`src/bptt_pkg.sv`:
```
// Package for the blind position and tilt tracker.
// Holds the fixed-point constants, the operation and state codes and the
// transaction payload types. Depends on nothing.
`default_nettype none

package bptt_pkg;

    // Fixed-point format: unsigned, FRAC_BITS fraction bits, FRAC_ONE is fully open.
    localparam int FRAC_BITS = 24;
    localparam int FRAC_W    = FRAC_BITS + 1;
    localparam logic [FRAC_W-1:0] FRAC_ONE = FRAC_W'(1) << FRAC_BITS;

    // Restore thresholds: 5 % and 95 % of full travel.
    localparam logic [FRAC_W-1:0] POS_LOW_LIMIT  = FRAC_W'(longint'(FRAC_ONE) / 20);
    localparam logic [FRAC_W-1:0] POS_HIGH_LIMIT = FRAC_W'((longint'(FRAC_ONE) * 19) / 20);

    // Periodic publish interval and the width of its counter, which saturates
    // at one past the interval.
    localparam int PUB_INTERVAL_MS = 100;
    localparam int PUB_W           = $clog2(PUB_INTERVAL_MS + 2);

    localparam int STEP_W     = 18;
    localparam int WAIT_W     = 16;
    localparam int CFG_DATA_W = 18;
    localparam int CFG_IDX_W  = 3;
    localparam int OP_W       = 3;

    typedef enum logic [CFG_IDX_W-1:0] {
        CFG_OPEN_STEP   = 3'd0,
        CFG_CLOSE_STEP  = 3'd1,
        CFG_TILT_STEP   = 3'd2,
        CFG_INTERLOCK   = 3'd3,
        CFG_HAS_ENDSTOP = 3'd4,
        CFG_MANUAL      = 3'd5
    } t_cfg_idx;

    typedef enum logic [OP_W-1:0] {
        OP_TICK     = 3'd0,
        OP_STOP     = 3'd1,
        OP_TOGGLE   = 3'd2,
        OP_SET_TILT = 3'd3,
        OP_SET_POS  = 3'd4
    } t_op;

    typedef enum logic [1:0] {
        MOT_IDLE  = 2'd0,
        MOT_OPEN  = 2'd1,
        MOT_CLOSE = 2'd2
    } t_motion;

    typedef enum logic [1:0] {
        CMD_NONE  = 2'd0,
        CMD_STOP  = 2'd1,
        CMD_OPEN  = 2'd2,
        CMD_CLOSE = 2'd3
    } t_cmd;

    typedef enum logic [1:0] {
        PH_IDLE = 2'd0,
        PH_POS  = 2'd1,
        PH_TILT = 2'd2
    } t_phase;

    typedef struct packed {
        logic [OP_W-1:0]   operation;
        logic [FRAC_W-1:0] target_value;
    } t_in;

    typedef struct packed {
        logic [1:0]        motor_state;
        logic [1:0]        drive_command;
        logic [FRAC_W-1:0] position_now;
        logic [FRAC_W-1:0] tilt_now;
        logic              publish;
    } t_out;

endpackage

`default_nettype wire

```
`src/blind_position_tilt_tracker.sv`:
```
// Top level of the blind position and tilt tracker: input register, the
// single-pass state update and the result register. Depends on bptt_pkg.
`default_nettype none

// Channel     | Signals                                  | Direction
// ------------+------------------------------------------+----------
// item in     | i_in_valid, o_in_ready, i_in_data        | in
// result out  | o_out_valid, i_out_ready, o_out_data     | out
// config      | i_cfg_we, i_cfg_index, i_cfg_data        | in
//
// Each transaction is taken into an input register; once the output register
// can take it, the whole state update is worked out in one pass and the result
// is written to the output register, so the block sustains one item per cycle
// unless the output stalls. The input register refills in the same cycle that it
// drains, so a new item is taken while a finished result still waits downstream.
// Reset is synchronous and active low; it restores the power-on estimates (fully
// open, slats closed) and the default step sizes. A stalled output holds both
// registers and lowers o_in_ready once the input register is also full.

module blind_position_tilt_tracker
    import bptt_pkg::*;
(
    input  wire logic                  i_clk,
    input  wire logic                  i_rst_n,
    input  wire logic                  i_in_valid,
    output logic                       o_in_ready,
    input  wire t_in                   i_in_data,
    output logic                       o_out_valid,
    input  wire logic                  i_out_ready,
    output t_out                       o_out_data,
    input  wire logic                  i_cfg_we,
    input  wire logic [CFG_IDX_W-1:0]  i_cfg_index,
    input  wire logic [CFG_DATA_W-1:0] i_cfg_data
);

    // Motion, last running direction and the command issued so far in the item.
    typedef struct packed {
        t_motion motion;
        t_motion prev;
        t_cmd    cmd;
    } t_drv;

    // Configuration registers.
    logic [STEP_W-1:0] r_open_step;
    logic [STEP_W-1:0] r_close_step;
    logic [STEP_W-1:0] r_tilt_step;
    logic [WAIT_W-1:0] r_wait_ms;
    logic              r_has_endstop;
    logic              r_manual;

    // Pipeline registers.
    logic r_in_valid;
    t_in  r_in;
    logic r_out_valid;
    t_out r_out;

    // Tracker state.
    logic [FRAC_W-1:0] r_pos, n_pos;
    logic [FRAC_W-1:0] r_tilt, n_tilt;
    logic [FRAC_W-1:0] r_goal_pos, n_goal_pos;
    logic [FRAC_W-1:0] r_goal_tilt, n_goal_tilt;
    t_motion           r_motion;
    t_motion           r_prev_motion;
    t_phase            r_phase, n_phase;
    logic              r_ilk_active, n_ilk_active;
    logic [WAIT_W-1:0] r_ilk_elapsed, n_ilk_elapsed;
    logic [PUB_W-1:0]  r_pub_elapsed, n_pub_elapsed;

    t_drv              s_drv;
    logic              s_pub;
    logic              s_quiet;
    logic              s_up;
    logic              s_at;
    logic [FRAC_W-1:0] s_tv;
    logic              s_advance;

    // Saturating ramp of a fraction by one step, towards open or closed.
    function automatic logic [FRAC_W-1:0] f_ramp(input logic [FRAC_W-1:0] v,
                                                 input logic [STEP_W-1:0] step,
                                                 input logic              up);
        logic [FRAC_W:0] sum;
        sum = {1'b0, v} + (FRAC_W + 1)'(step);
        if (up) begin
            return (sum > {1'b0, FRAC_ONE}) ? FRAC_ONE : sum[FRAC_W-1:0];
        end
        return (FRAC_W'(step) > v) ? '0 : v - FRAC_W'(step);
    endfunction

    // Issue a motor command; starting the direction already running is ignored.
    function automatic t_drv f_drive(input t_motion dir, input t_drv cur);
        t_drv res;
        res = cur;
        if (!(dir == cur.motion && dir != MOT_IDLE)) begin
            if (dir == MOT_IDLE) begin
                res.cmd = CMD_STOP;
            end else begin
                res.prev = dir;
                if (dir == MOT_OPEN) begin
                    res.cmd = CMD_OPEN;
                end else begin
                    res.cmd = CMD_CLOSE;
                end
            end
            res.motion = dir;
        end
        return res;
    endfunction

    function automatic logic f_is_end(input logic [FRAC_W-1:0] v);
        return (v == '0) || (v == FRAC_ONE);
    endfunction

    // Handshake: the input register drains whenever the output register is
    // free or being emptied in the same cycle.
    assign s_advance   = r_in_valid && (!r_out_valid || i_out_ready);
    assign o_in_ready  = !r_in_valid || s_advance;
    assign o_out_valid = r_out_valid;
    assign o_out_data  = r_out;

    // Requests beyond fully open are clipped.
    assign s_tv = (r_in.target_value > FRAC_ONE) ? FRAC_ONE : r_in.target_value;

    // One pass of the state update for the item held in the input register.
    always_comb begin
        n_pos         = r_pos;
        n_tilt        = r_tilt;
        n_goal_pos    = r_goal_pos;
        n_goal_tilt   = r_goal_tilt;
        n_phase       = r_phase;
        n_ilk_active  = r_ilk_active;
        n_ilk_elapsed = r_ilk_elapsed;
        n_pub_elapsed = r_pub_elapsed;
        s_drv         = '{motion: r_motion, prev: r_prev_motion, cmd: CMD_NONE};
        s_pub         = 1'b0;
        s_quiet       = 1'b0;
        s_up          = (r_motion == MOT_OPEN);
        s_at          = 1'b1;

        case (r_in.operation)
            OP_TICK: begin
                if (r_pub_elapsed <= PUB_W'(PUB_INTERVAL_MS)) begin
                    n_pub_elapsed = r_pub_elapsed + PUB_W'(1);
                end
                if (r_motion == MOT_IDLE && !r_ilk_active) begin
                    // Idle with no interlock pending: only the publish timer runs.
                    s_quiet = 1'b1;
                end else begin
                    // Tilt ramps first; position moves only with the slats at an end.
                    if (r_motion == MOT_OPEN || r_motion == MOT_CLOSE) begin
                        n_tilt = f_ramp(r_tilt, r_tilt_step, s_up);
                        if (f_is_end(n_tilt)) begin
                            n_pos = f_ramp(r_pos, s_up ? r_open_step : r_close_step, s_up);
                        end
                    end

                    if (r_motion == MOT_OPEN) begin
                        if (r_phase == PH_POS) begin
                            s_at = (n_pos >= r_goal_pos);
                        end else if (r_phase == PH_TILT) begin
                            s_at = (n_tilt >= r_goal_tilt);
                        end
                    end else if (r_motion == MOT_CLOSE) begin
                        if (r_phase == PH_POS) begin
                            s_at = (n_pos <= r_goal_pos);
                        end else if (r_phase == PH_TILT) begin
                            s_at = (n_tilt <= r_goal_tilt);
                        end
                    end

                    if (s_at) begin
                        // With end stops the motor halts by itself at an end.
                        if (r_has_endstop && f_is_end(r_goal_pos)) begin
                            s_drv.motion = MOT_IDLE;
                        end else begin
                            s_drv = f_drive(MOT_IDLE, s_drv);
                        end

                        if (r_phase == PH_TILT) begin
                            n_tilt = r_goal_tilt;
                        end else if (n_tilt != r_goal_tilt) begin
                            if (!r_ilk_active) begin
                                // First tick at target arms the interlock wait.
                                n_ilk_active  = 1'b1;
                                n_ilk_elapsed = '0;
                                s_quiet       = 1'b1;
                            end else begin
                                if (r_ilk_elapsed < {WAIT_W{1'b1}}) begin
                                    n_ilk_elapsed = r_ilk_elapsed + WAIT_W'(1);
                                end
                                if (n_ilk_elapsed < r_wait_ms) begin
                                    s_quiet = 1'b1;
                                end else begin
                                    // Wait over: reverse to restore the tilt unless
                                    // the blind sits close to an end stop.
                                    n_ilk_active  = 1'b0;
                                    n_ilk_elapsed = '0;
                                    if (s_drv.prev == MOT_CLOSE && n_pos > POS_LOW_LIMIT) begin
                                        s_drv = f_drive(MOT_OPEN, s_drv);
                                    end else if (s_drv.prev == MOT_OPEN &&
                                                 n_pos <= POS_HIGH_LIMIT) begin
                                        s_drv = f_drive(MOT_CLOSE, s_drv);
                                    end
                                    n_phase = PH_TILT;
                                end
                            end
                        end else begin
                            n_phase = PH_IDLE;
                        end

                        if (!s_quiet) begin
                            s_pub = 1'b1;
                        end
                    end
                end

                if (!s_quiet && n_pub_elapsed > PUB_W'(PUB_INTERVAL_MS)) begin
                    s_pub         = 1'b1;
                    n_pub_elapsed = '0;
                end
            end

            OP_STOP: begin
                s_drv = f_drive(MOT_IDLE, s_drv);
                s_pub = 1'b1;
            end

            OP_TOGGLE: begin
                if (r_motion != MOT_IDLE) begin
                    s_drv = f_drive(MOT_IDLE, s_drv);
                    s_pub = 1'b1;
                end else if (r_pos == '0 || r_prev_motion == MOT_CLOSE) begin
                    n_goal_pos = FRAC_ONE;
                    s_drv      = f_drive(MOT_OPEN, s_drv);
                end else begin
                    n_goal_pos = '0;
                    s_drv      = f_drive(MOT_CLOSE, s_drv);
                end
            end

            OP_SET_TILT: begin
                n_goal_tilt = s_tv;
                if (s_tv > r_tilt) begin
                    n_phase = PH_TILT;
                    s_drv   = f_drive(MOT_OPEN, s_drv);
                end else if (s_tv < r_tilt) begin
                    n_phase = PH_TILT;
                    s_drv   = f_drive(MOT_CLOSE, s_drv);
                end
            end

            OP_SET_POS: begin
                if (s_tv == r_pos) begin
                    // Already there: only an end command with a manual switch or
                    // end stops drives the motor.
                    if (r_manual && f_is_end(s_tv)) begin
                        n_pos      = (s_tv == '0) ? FRAC_ONE : '0;
                        n_goal_pos = s_tv;
                        s_drv      = f_drive((s_tv == '0) ? MOT_CLOSE : MOT_OPEN, s_drv);
                    end
                    if (r_has_endstop && f_is_end(s_tv)) begin
                        n_goal_pos = s_tv;
                        s_drv      = f_drive((s_tv == '0) ? MOT_CLOSE : MOT_OPEN, s_drv);
                    end
                end else begin
                    if (r_manual && f_is_end(s_tv)) begin
                        n_pos = (s_tv == '0) ? FRAC_ONE : '0;
                    end
                    n_goal_pos = s_tv;
                    s_drv      = f_drive((s_tv < r_pos) ? MOT_CLOSE : MOT_OPEN, s_drv);
                    n_phase    = PH_POS;
                end
            end

            default: begin
            end
        endcase
    end

    // Control state, configuration and tracker state.
    always_ff @(posedge i_clk) begin
        if (!i_rst_n) begin
            r_in_valid    <= 1'b0;
            r_out_valid   <= 1'b0;
            r_open_step   <= STEP_W'(1678);
            r_close_step  <= STEP_W'(1678);
            r_tilt_step   <= STEP_W'(16777);
            r_wait_ms     <= '0;
            r_has_endstop <= 1'b0;
            r_manual      <= 1'b0;
            r_pos         <= FRAC_ONE;
            r_tilt        <= '0;
            r_goal_pos    <= '0;
            r_goal_tilt   <= '0;
            r_motion      <= MOT_IDLE;
            r_prev_motion <= MOT_IDLE;
            r_phase       <= PH_IDLE;
            r_ilk_active  <= 1'b0;
            r_ilk_elapsed <= '0;
            r_pub_elapsed <= '0;
        end else begin
            if (i_in_valid && o_in_ready) begin
                r_in_valid <= 1'b1;
            end else if (s_advance) begin
                r_in_valid <= 1'b0;
            end

            if (s_advance) begin
                r_out_valid <= 1'b1;
            end else if (i_out_ready) begin
                r_out_valid <= 1'b0;
            end

            if (i_cfg_we) begin
                case (i_cfg_index)
                    CFG_OPEN_STEP:   r_open_step   <= i_cfg_data[STEP_W-1:0];
                    CFG_CLOSE_STEP:  r_close_step  <= i_cfg_data[STEP_W-1:0];
                    CFG_TILT_STEP:   r_tilt_step   <= i_cfg_data[STEP_W-1:0];
                    CFG_INTERLOCK:   r_wait_ms     <= i_cfg_data[WAIT_W-1:0];
                    CFG_HAS_ENDSTOP: r_has_endstop <= i_cfg_data[0];
                    CFG_MANUAL:      r_manual      <= i_cfg_data[0];
                    default: begin
                    end
                endcase
            end

            if (s_advance) begin
                r_pos         <= n_pos;
                r_tilt        <= n_tilt;
                r_goal_pos    <= n_goal_pos;
                r_goal_tilt   <= n_goal_tilt;
                r_motion      <= s_drv.motion;
                r_prev_motion <= s_drv.prev;
                r_phase       <= n_phase;
                r_ilk_active  <= n_ilk_active;
                r_ilk_elapsed <= n_ilk_elapsed;
                r_pub_elapsed <= n_pub_elapsed;
            end
        end
    end

    // Payload registers carry no reset.
    always_ff @(posedge i_clk) begin
        if (i_in_valid && o_in_ready) begin
            r_in <= i_in_data;
        end
        if (s_advance) begin
            r_out.motor_state   <= s_drv.motion;
            r_out.drive_command <= s_drv.cmd;
            r_out.position_now  <= n_pos;
            r_out.tilt_now      <= n_tilt;
            r_out.publish       <= s_pub;
        end
    end

endmodule

`default_nettype wire
```
`config.mk`:
```
export PLATFORM = sky130hd
export DESIGN_NAME = blind_position_tilt_tracker
export DESIGN_NICKNAME = d
export VERILOG_FILES = /design/src/bptt_pkg.sv /design/src/blind_position_tilt_tracker.sv
export SDC_FILE = /design/constraint.sdc
export NUM_CORES = 1
export LEC_CHECK = 0
export ABC_AREA = 1
export BUFFER_PORTS_ARGS = -buffer_cell sky130_fd_sc_hd__buf_2
export CORE_AREA = 10 10 317 258
export CTS_CLUSTER_SIZE = 24
export DETAILED_ROUTE_END_ITERATION = 6
export DIE_AREA = 0 0 327 268
export GPL_TIMING_DRIVEN = 0
export PLACE_DENSITY = 0.49
export SETUP_SLACK_MARGIN = 0.02
export SLEW_MARGIN = 30
export SYNTH_ARGS = -nofsm -noshare
export SYNTH_HDL_FRONTEND = slang
export SYNTH_SLANG_ARGS = --single-unit
export TNS_END_PERCENT = 5
```
`constraint.sdc`:
```
create_clock -name i_clk -period 14 [get_ports i_clk]
set_clock_uncertainty 0.2 [all_clocks]
set_input_delay 2.8 -clock i_clk [delete_from_list [all_inputs] [get_ports i_clk]]
set_output_delay 2.8 -clock i_clk [all_outputs]
set_load 0.01 [all_outputs]
```
==> flow_summary.ini, run 1 <==
[outcome]
status = finished clean

[synthesis]
yosysTopAreaCellShare_pct = 18.3
synth_edf_count = 83
synth_warnings = 0
synth_compound_gate_area_share_pct = 20.6
ys.flop_type = dfxtp_1
synthCells = 3332
synth_fp_nets = 3584
avgSynthCellArea_um2 = 6.70
ys_seq_elements = 287
async_flop_share_pct = 0
netlist_top_cells_area = dfxtp_1, edfxtp_1, ha_1
synth_fa_ha_area_share_pct = 11.2
ys_seq_area_share_pct = 29.4
yosys.area.top_type = dfxtp_1
synthesis.area_um2 = 22300
synthMuxAreaShare_pct = 0
synth_top_family_by_area = simple AND/OR/NAND/NOR gates
yosys.area_share.simple_pct = 24.7
yosysUniqueCellTypes = 61
synth-xor-area-share_pct = 2.31

[clock_network]
cts_buffers = 35
root_buffer = clkbuf_16
cts_resized = 0
cts_hold_buffers = 0
cts.sinks = 287
ctsHtreeMaxLevel = 2
cts_buffer_depth = 3
insertion_delay_ns = 0.57
clkTransAtPathRegs_ns = 0.06
tritoncts = built
postCtsSetupBuffers = 0

[detailed_routing]
drtAntennaViolNets = 0
routed_via_density = 5.15
routedWlPerCell_um = 20.6
first_pass_iters = 6
num_vias = 23200
drt_iter0_markers = 2648
wirelength_um = 93200
drc_errors = 0

[setup_path]
slowest_delay_ns = 0.80
crit_type = register to register
cp-end-kind = register
cp.required_ns = 14.25
slowest_stage = clkbuf_1
critPathLaunchType = register
crit_arrival_ns = 11.81
critPathMaxFanout = 10
crit_top_cell = nand3_1

[timing]
fin_crit_ns = 11.56
relSlewSlack_pct = 26.2
hold_viol = 0
fin_crit_sh_pct = 82.6
tightest_slew_ns = 1.11
max_freq_ghz = 0.0865
setup_ws_ns = 2.44
final-max-slew-violation-count = 0
rsz0062_at_grt = no
fin_setup_tns_ns = 0
finalSetupViolations = 0

[pwr]
ir_drop_mv = 0.0765
finalPower_mw = 2.61
powerDensity_nw_per_um2 = 103
p_leak_nw = 11.6

[global_routing]
first_global_vias = 21600
track_usage_pct = 20.5
grt_first_pass_wirelength_um = 137000
grt_max_degree = 64
grt_overflow = 0
grt_antenna_before_repair = 14

[cells_and_area]
nets = 3731
multi_input_area_um2 = 13200
nFillCells = 8429
num_antenna_cells = 0
final_common_cell = nand2_1
area_delta_synth_final_pct = 13.5
layout_common_cells = nand2_1, inv_1, a21oi_1, o21ai_0, nor2_1
fin_cells = 4518
drive_above_1_share_pct = 7.59
fin_util_pct = 33.7
seq_area_um2 = 6580

[floorplanning]
coreArea_um2 = 75100
die_w_um = 327
start_util_pct = 29.7
die_area_um2 = 87600
num_rows = 90
die_h_um = 268
pin_count = 111

[placed_design]
dp.cells = 4454
place_hpwl_um = 76000
post-place-ws_ns = 2.98
place.gp.congestion = 0.940
io_buffers = 109

[min_path]
hold_class = register to register

[flow_run]
max_cap_violations = 0
critical path: cells and delay by family, from the launching register on:
kind,cells,cell delay (ns)
buffers and inverters,13,4.27
AND/OR/NAND/NOR,20,2.29
flip-flops,1,0.41
AO/OA/AOI/OAI,13,3.23
adder cells (fa/ha/maj),3,1.00
cell families after synthesis:
logic type | count (synthesis)
AO/OA/AOI/OAI | 848
XOR/XNOR | 59
adder cells (fa/ha/maj) | 198
AND/OR/NAND/NOR | 1284
buffers and inverters | 656
flip-flops | 287
sequential cells by signal (all words and copies together) (netlist names), 7 cells and up:
register       count
r_wait_ms         16
o_out_data        55
r_in              28
r_ilk_elapsed     16
r_goal_tilt       25
r_pub_elapsed      7
r_close_step      18
r_tilt_step       18
r_tilt            25
r_goal_pos        25
r_open_step       18
r_pos             25
through the flow:
step	instance area, µm²	hold WS [ns]
after detailed placement	24200	0.242
after global placement	24100	0.235
after floorplan	22300	0.224
after CTS	25300	0.250
final	25300	0.249
after global routing	25300	0.274
final timing paths:
kind	start	endpoint	slack (ns)	cells past startpoint
setup reg to reg	r_motion[1]$_SDFFE_PN0P_	r_tilt[1]$_SDFFE_PN0P_	2.44	49
hold / removal	r_close_step[5]$_SDFFE_PN0P_	r_close_step[5]$_SDFFE_PN0P_	0.25	2
hold reg to reg	r_close_step[5]$_SDFFE_PN0P_	r_close_step[5]$_SDFFE_PN0P_	0.25	2
setup / recovery	r_motion[1]$_SDFFE_PN0P_	r_tilt[1]$_SDFFE_PN0P_	2.44	49
power breakdown:
part	internal (mW)	switching, mW
clock network	0.555	0.404
registers	0.895	0.0302
logic	0.218	0.511
total	1.67	0.945
routing by layer:
layer	track usage [%]	vias up	part of all wire, %
met2	29.0	848	39
met4	5.29	8	2.5
met1	30.0	10900	49
met3	5.65	115	9.5
li1	-	11400	-
met5	0	-	0.059
cell type report:
type | count | area share [%]
multi-input combinational | 2389 | 51.9
inverter | 516 | 7.66
timing repair buffer | 110 | 2.18
clock inverter | 19 | 0.780
tap | 1012 | 5.00
buffer | 140 | 2.67
sequential | 287 | 26.0
clock buffer | 45 | 3.85
cells in the mapped netlist, types with 11 or more instances:
library cell / number
a21oi_1: 359
nor4_1: 25
nand3_1: 166
o21ai_1: 12
buf_6: 12
o21ai_0: 330
a22oi_1: 18
o211ai_1: 21
o22ai_1: 25
dfxtp_1: 204
nand4_1: 52
edfxtp_1: 83
ha_1: 194
a31oi_1: 12
inv_2: 11
nor2_1: 308
nor3_1: 46
xor2_1: 57
a211oi_1: 16
nand2_1: 627
clkbuf_1: 104
inv_1: 497
o21bai_1: 12
Note: power is estimated with default switching activity, not from simulation.
==> inputs of run 2 (changes only) <==
--- a/config.mk
+++ b/config.mk
@@ -12,7 +12,7 @@
 export DETAILED_ROUTE_END_ITERATION = 6
 export DIE_AREA = 0 0 327 268
 export GPL_TIMING_DRIVEN = 0
-export PLACE_DENSITY = 0.49
+export PLACE_DENSITY = 0.5
 export SETUP_SLACK_MARGIN = 0.02
 export SLEW_MARGIN = 30
 export SYNTH_ARGS = -nofsm -noshare
==> constraint.sdc (replaced) <==
create_clock -name i_clk -period 10 [get_ports i_clk]
set_clock_uncertainty 0.2 [all_clocks]
set_input_delay 2 -clock i_clk [delete_from_list [all_inputs] [get_ports i_clk]]
set_output_delay 2 -clock i_clk [all_outputs]
set_load 0.01 [all_outputs]
==> run 2 against run 1 <==
Against the previous run:
- clock power rose by 40%
- global-route usage fell by 0.051 points
- sequential share of layout area barely moved
- largest power group unchanged
- cell count did not move
- clock-buffer cell count did not move
- setup slack got worse by 1.9 ns
- wire length rose by 0.13%
- utilization rose by 0.053 points
- combinational power rose by 40%
- via count fell by 0.43%
- non-clock buffer count fell by 2
- critical path depth fell by 4
==> flow_summary.ini, run 2 (same netlist as run 1, synthesis figures left out) <==
[pwr]
finalPower_mw = 3.66
p_leak_nw = 11.6
powerDensity_nw_per_um2 = 144
ir_drop_mv = 0.115

[clock_network]
clkTransAtPathRegs_ns = 0.07
root_buffer = clkbuf_16
cts_buffer_depth = 3
cts.sinks = 287
insertion_delay_ns = 0.58
ctsHtreeMaxLevel = 2
tritoncts = built
cts_buffers = 36

[detailed_routing]
routedWlPerCell_um = 20.7
wirelength_um = 93300
num_vias = 23200
drc_errors = 0
drtAntennaViolNets = 0
first_pass_iters = 6
drt_iter0_markers = 2618
routed_via_density = 5.12

[setup_path]
regToRegSetupSlack_ns = 0.59
crit_type = register to register
slowest_stage = nor4_2
r2r_start = r_motion[1]$_SDFFE_PN0P_
cp-end-kind = register
critPathLaunchType = register
crit_arrival_ns = 9.68
critPathMaxFanout = 10
cp.required_ns = 10.27
crit_top_cell = nand3_1
slowest_delay_ns = 0.50
ff2ff_path_depth = 45
regToRegEndpoint = r_tilt[2]$_SDFFE_PN0P_

[timing]
hold_slack_ns = 0.250
finalSetupViolations = 0
final-max-slew-violation-count = 0
rsz0062_at_grt = no
fin_crit_sh_pct = 94.1
fin_crit_ns = 9.41
tightest_slew_ns = 1.13
max_freq_ghz = 0.106
relSlewSlack_pct = 23.8
hold_viol = 0

[global_routing]
grt_overflow = 0
first_global_vias = 21400
track_usage_pct = 20.5
grt_max_degree = 64
grt_first_pass_wirelength_um = 138000
grt_antenna_before_repair = 11

[cells_and_area]
fin_cells = 4518
nets = 3730
fin_util_pct = 33.8
final_common_cell = nand2_1
area_delta_synth_final_pct = 13.6
drive_above_1_share_pct = 7.93
design_area_um2 = 25400
num_antenna_cells = 0
largest_register_ffs = 55
layout_common_cells = nand2_1, inv_1, a21oi_1, o21ai_0, nor2_1

[floorplanning]
pin_count = 111
die_h_um = 268
coreArea_um2 = 75100
num_rows = 90
die_area_um2 = 87600
die_w_um = 327
start_util_pct = 29.7

[outcome]
status = finished clean

[min_path]
min-delay-start = r_close_step[12]$_SDFFE_PN0P_
hold_class = register to register
whs_path_depth = 2
worstHoldEndpoint = r_close_step[12]$_SDFFE_PN0P_

[placed_design]
io_buffers = 109
dp.cells = 4454
place_area_um2 = 24200
place_hpwl_um = 76000
place.gp.congestion = 0.955

[flow_run]
max_cap_violations = 0
## run 2: changes by cell type in the layout (fill, tap and decap cells not counted), moves of 2 or more
cell        delta
clkbuf_1      -12
clkinv_2       -2
clkinv_1       +4
clkbuf_2       +7
bufinv_16      -2
clkbuf_16      +2
clkinvlp_4     +2
## run 2: worst max-delay path, delay by kind of cell (launching register included)
kind / cells / cell delay [ns]
AO/OA/AOI/OAI: 11 / 2.14
XOR/XNOR: 1 / 0.20
adder cells (fa/ha/maj): 3 / 0.88
buffers and inverters: 11 / 2.70
flip-flops: 1 / 0.41
AND/OR/NAND/NOR: 19 / 2.78
## run 2: final cells by class
cell class,count,area [µm²]
well taps,1012,1270
multi-input cells,2389,13200
repair buffers,110,553
flip-flops and latches,287,6580
fillers,8361,49700
plain buffers,138,681
clock buffers,45,1020
clock inverters,21,165
inverters,516,1940
## run 2: per-stage QoR
step	TNS [ns]	setup slack [ns]
after floorplan	0	2.79
after global placement	-77.33	-1.42
after detailed placement	-63.02	-1.25
after CTS	0	0.0587
after global routing	0	0.0613
final	0	0.590
## run 2: layer usage
| metal | global-route usage [%] | vias to the layer above | routed length, µm |
|---|---|---|---|
| met3 | 4.72 | 89 | 8710 |
| met1 | 30.7 | 10800 | 45900 |
| li1 | - | 11400 | - |
| met2 | 28.9 | 857 | 36600 |
| met4 | 4.94 | 0 | 2140 |
| met5 | 0 | - | 0 |
## run 2: how the worst max path moves through the flow
stage	from	end	depth (start not counted)
floorplan	r_motion[1]$_SDFFE_PN0P_	r_tilt[7]$_SDFFE_PN0P_	49
global placement	r_motion[1]$_SDFFE_PN0P_	r_tilt[2]$_SDFFE_PN0P_	49
detailed placement	r_motion[1]$_SDFFE_PN0P_	r_tilt[3]$_SDFFE_PN0P_	49
CTS	r_motion[1]$_SDFFE_PN0P_	r_tilt[3]$_SDFFE_PN0P_	48
global route	r_motion[1]$_SDFFE_PN0P_	r_tilt[2]$_SDFFE_PN0P_	46
finish	r_motion[1]$_SDFFE_PN0P_	r_tilt[2]$_SDFFE_PN0P_	45
## run 2: repair_timing
item                       CTS  global route
setup endpoints to repair   79            69
resized for setup            6            19
setup buffers                0             0
hold buffers                 0             0
## run 2: report_power, final
group / internal, mW / switching [mW]
Clock: 0.758 / 0.581
Combinational: 0.307 / 0.716
Sequential: 1.25 / 0.0426
Total: 2.32 / 1.34
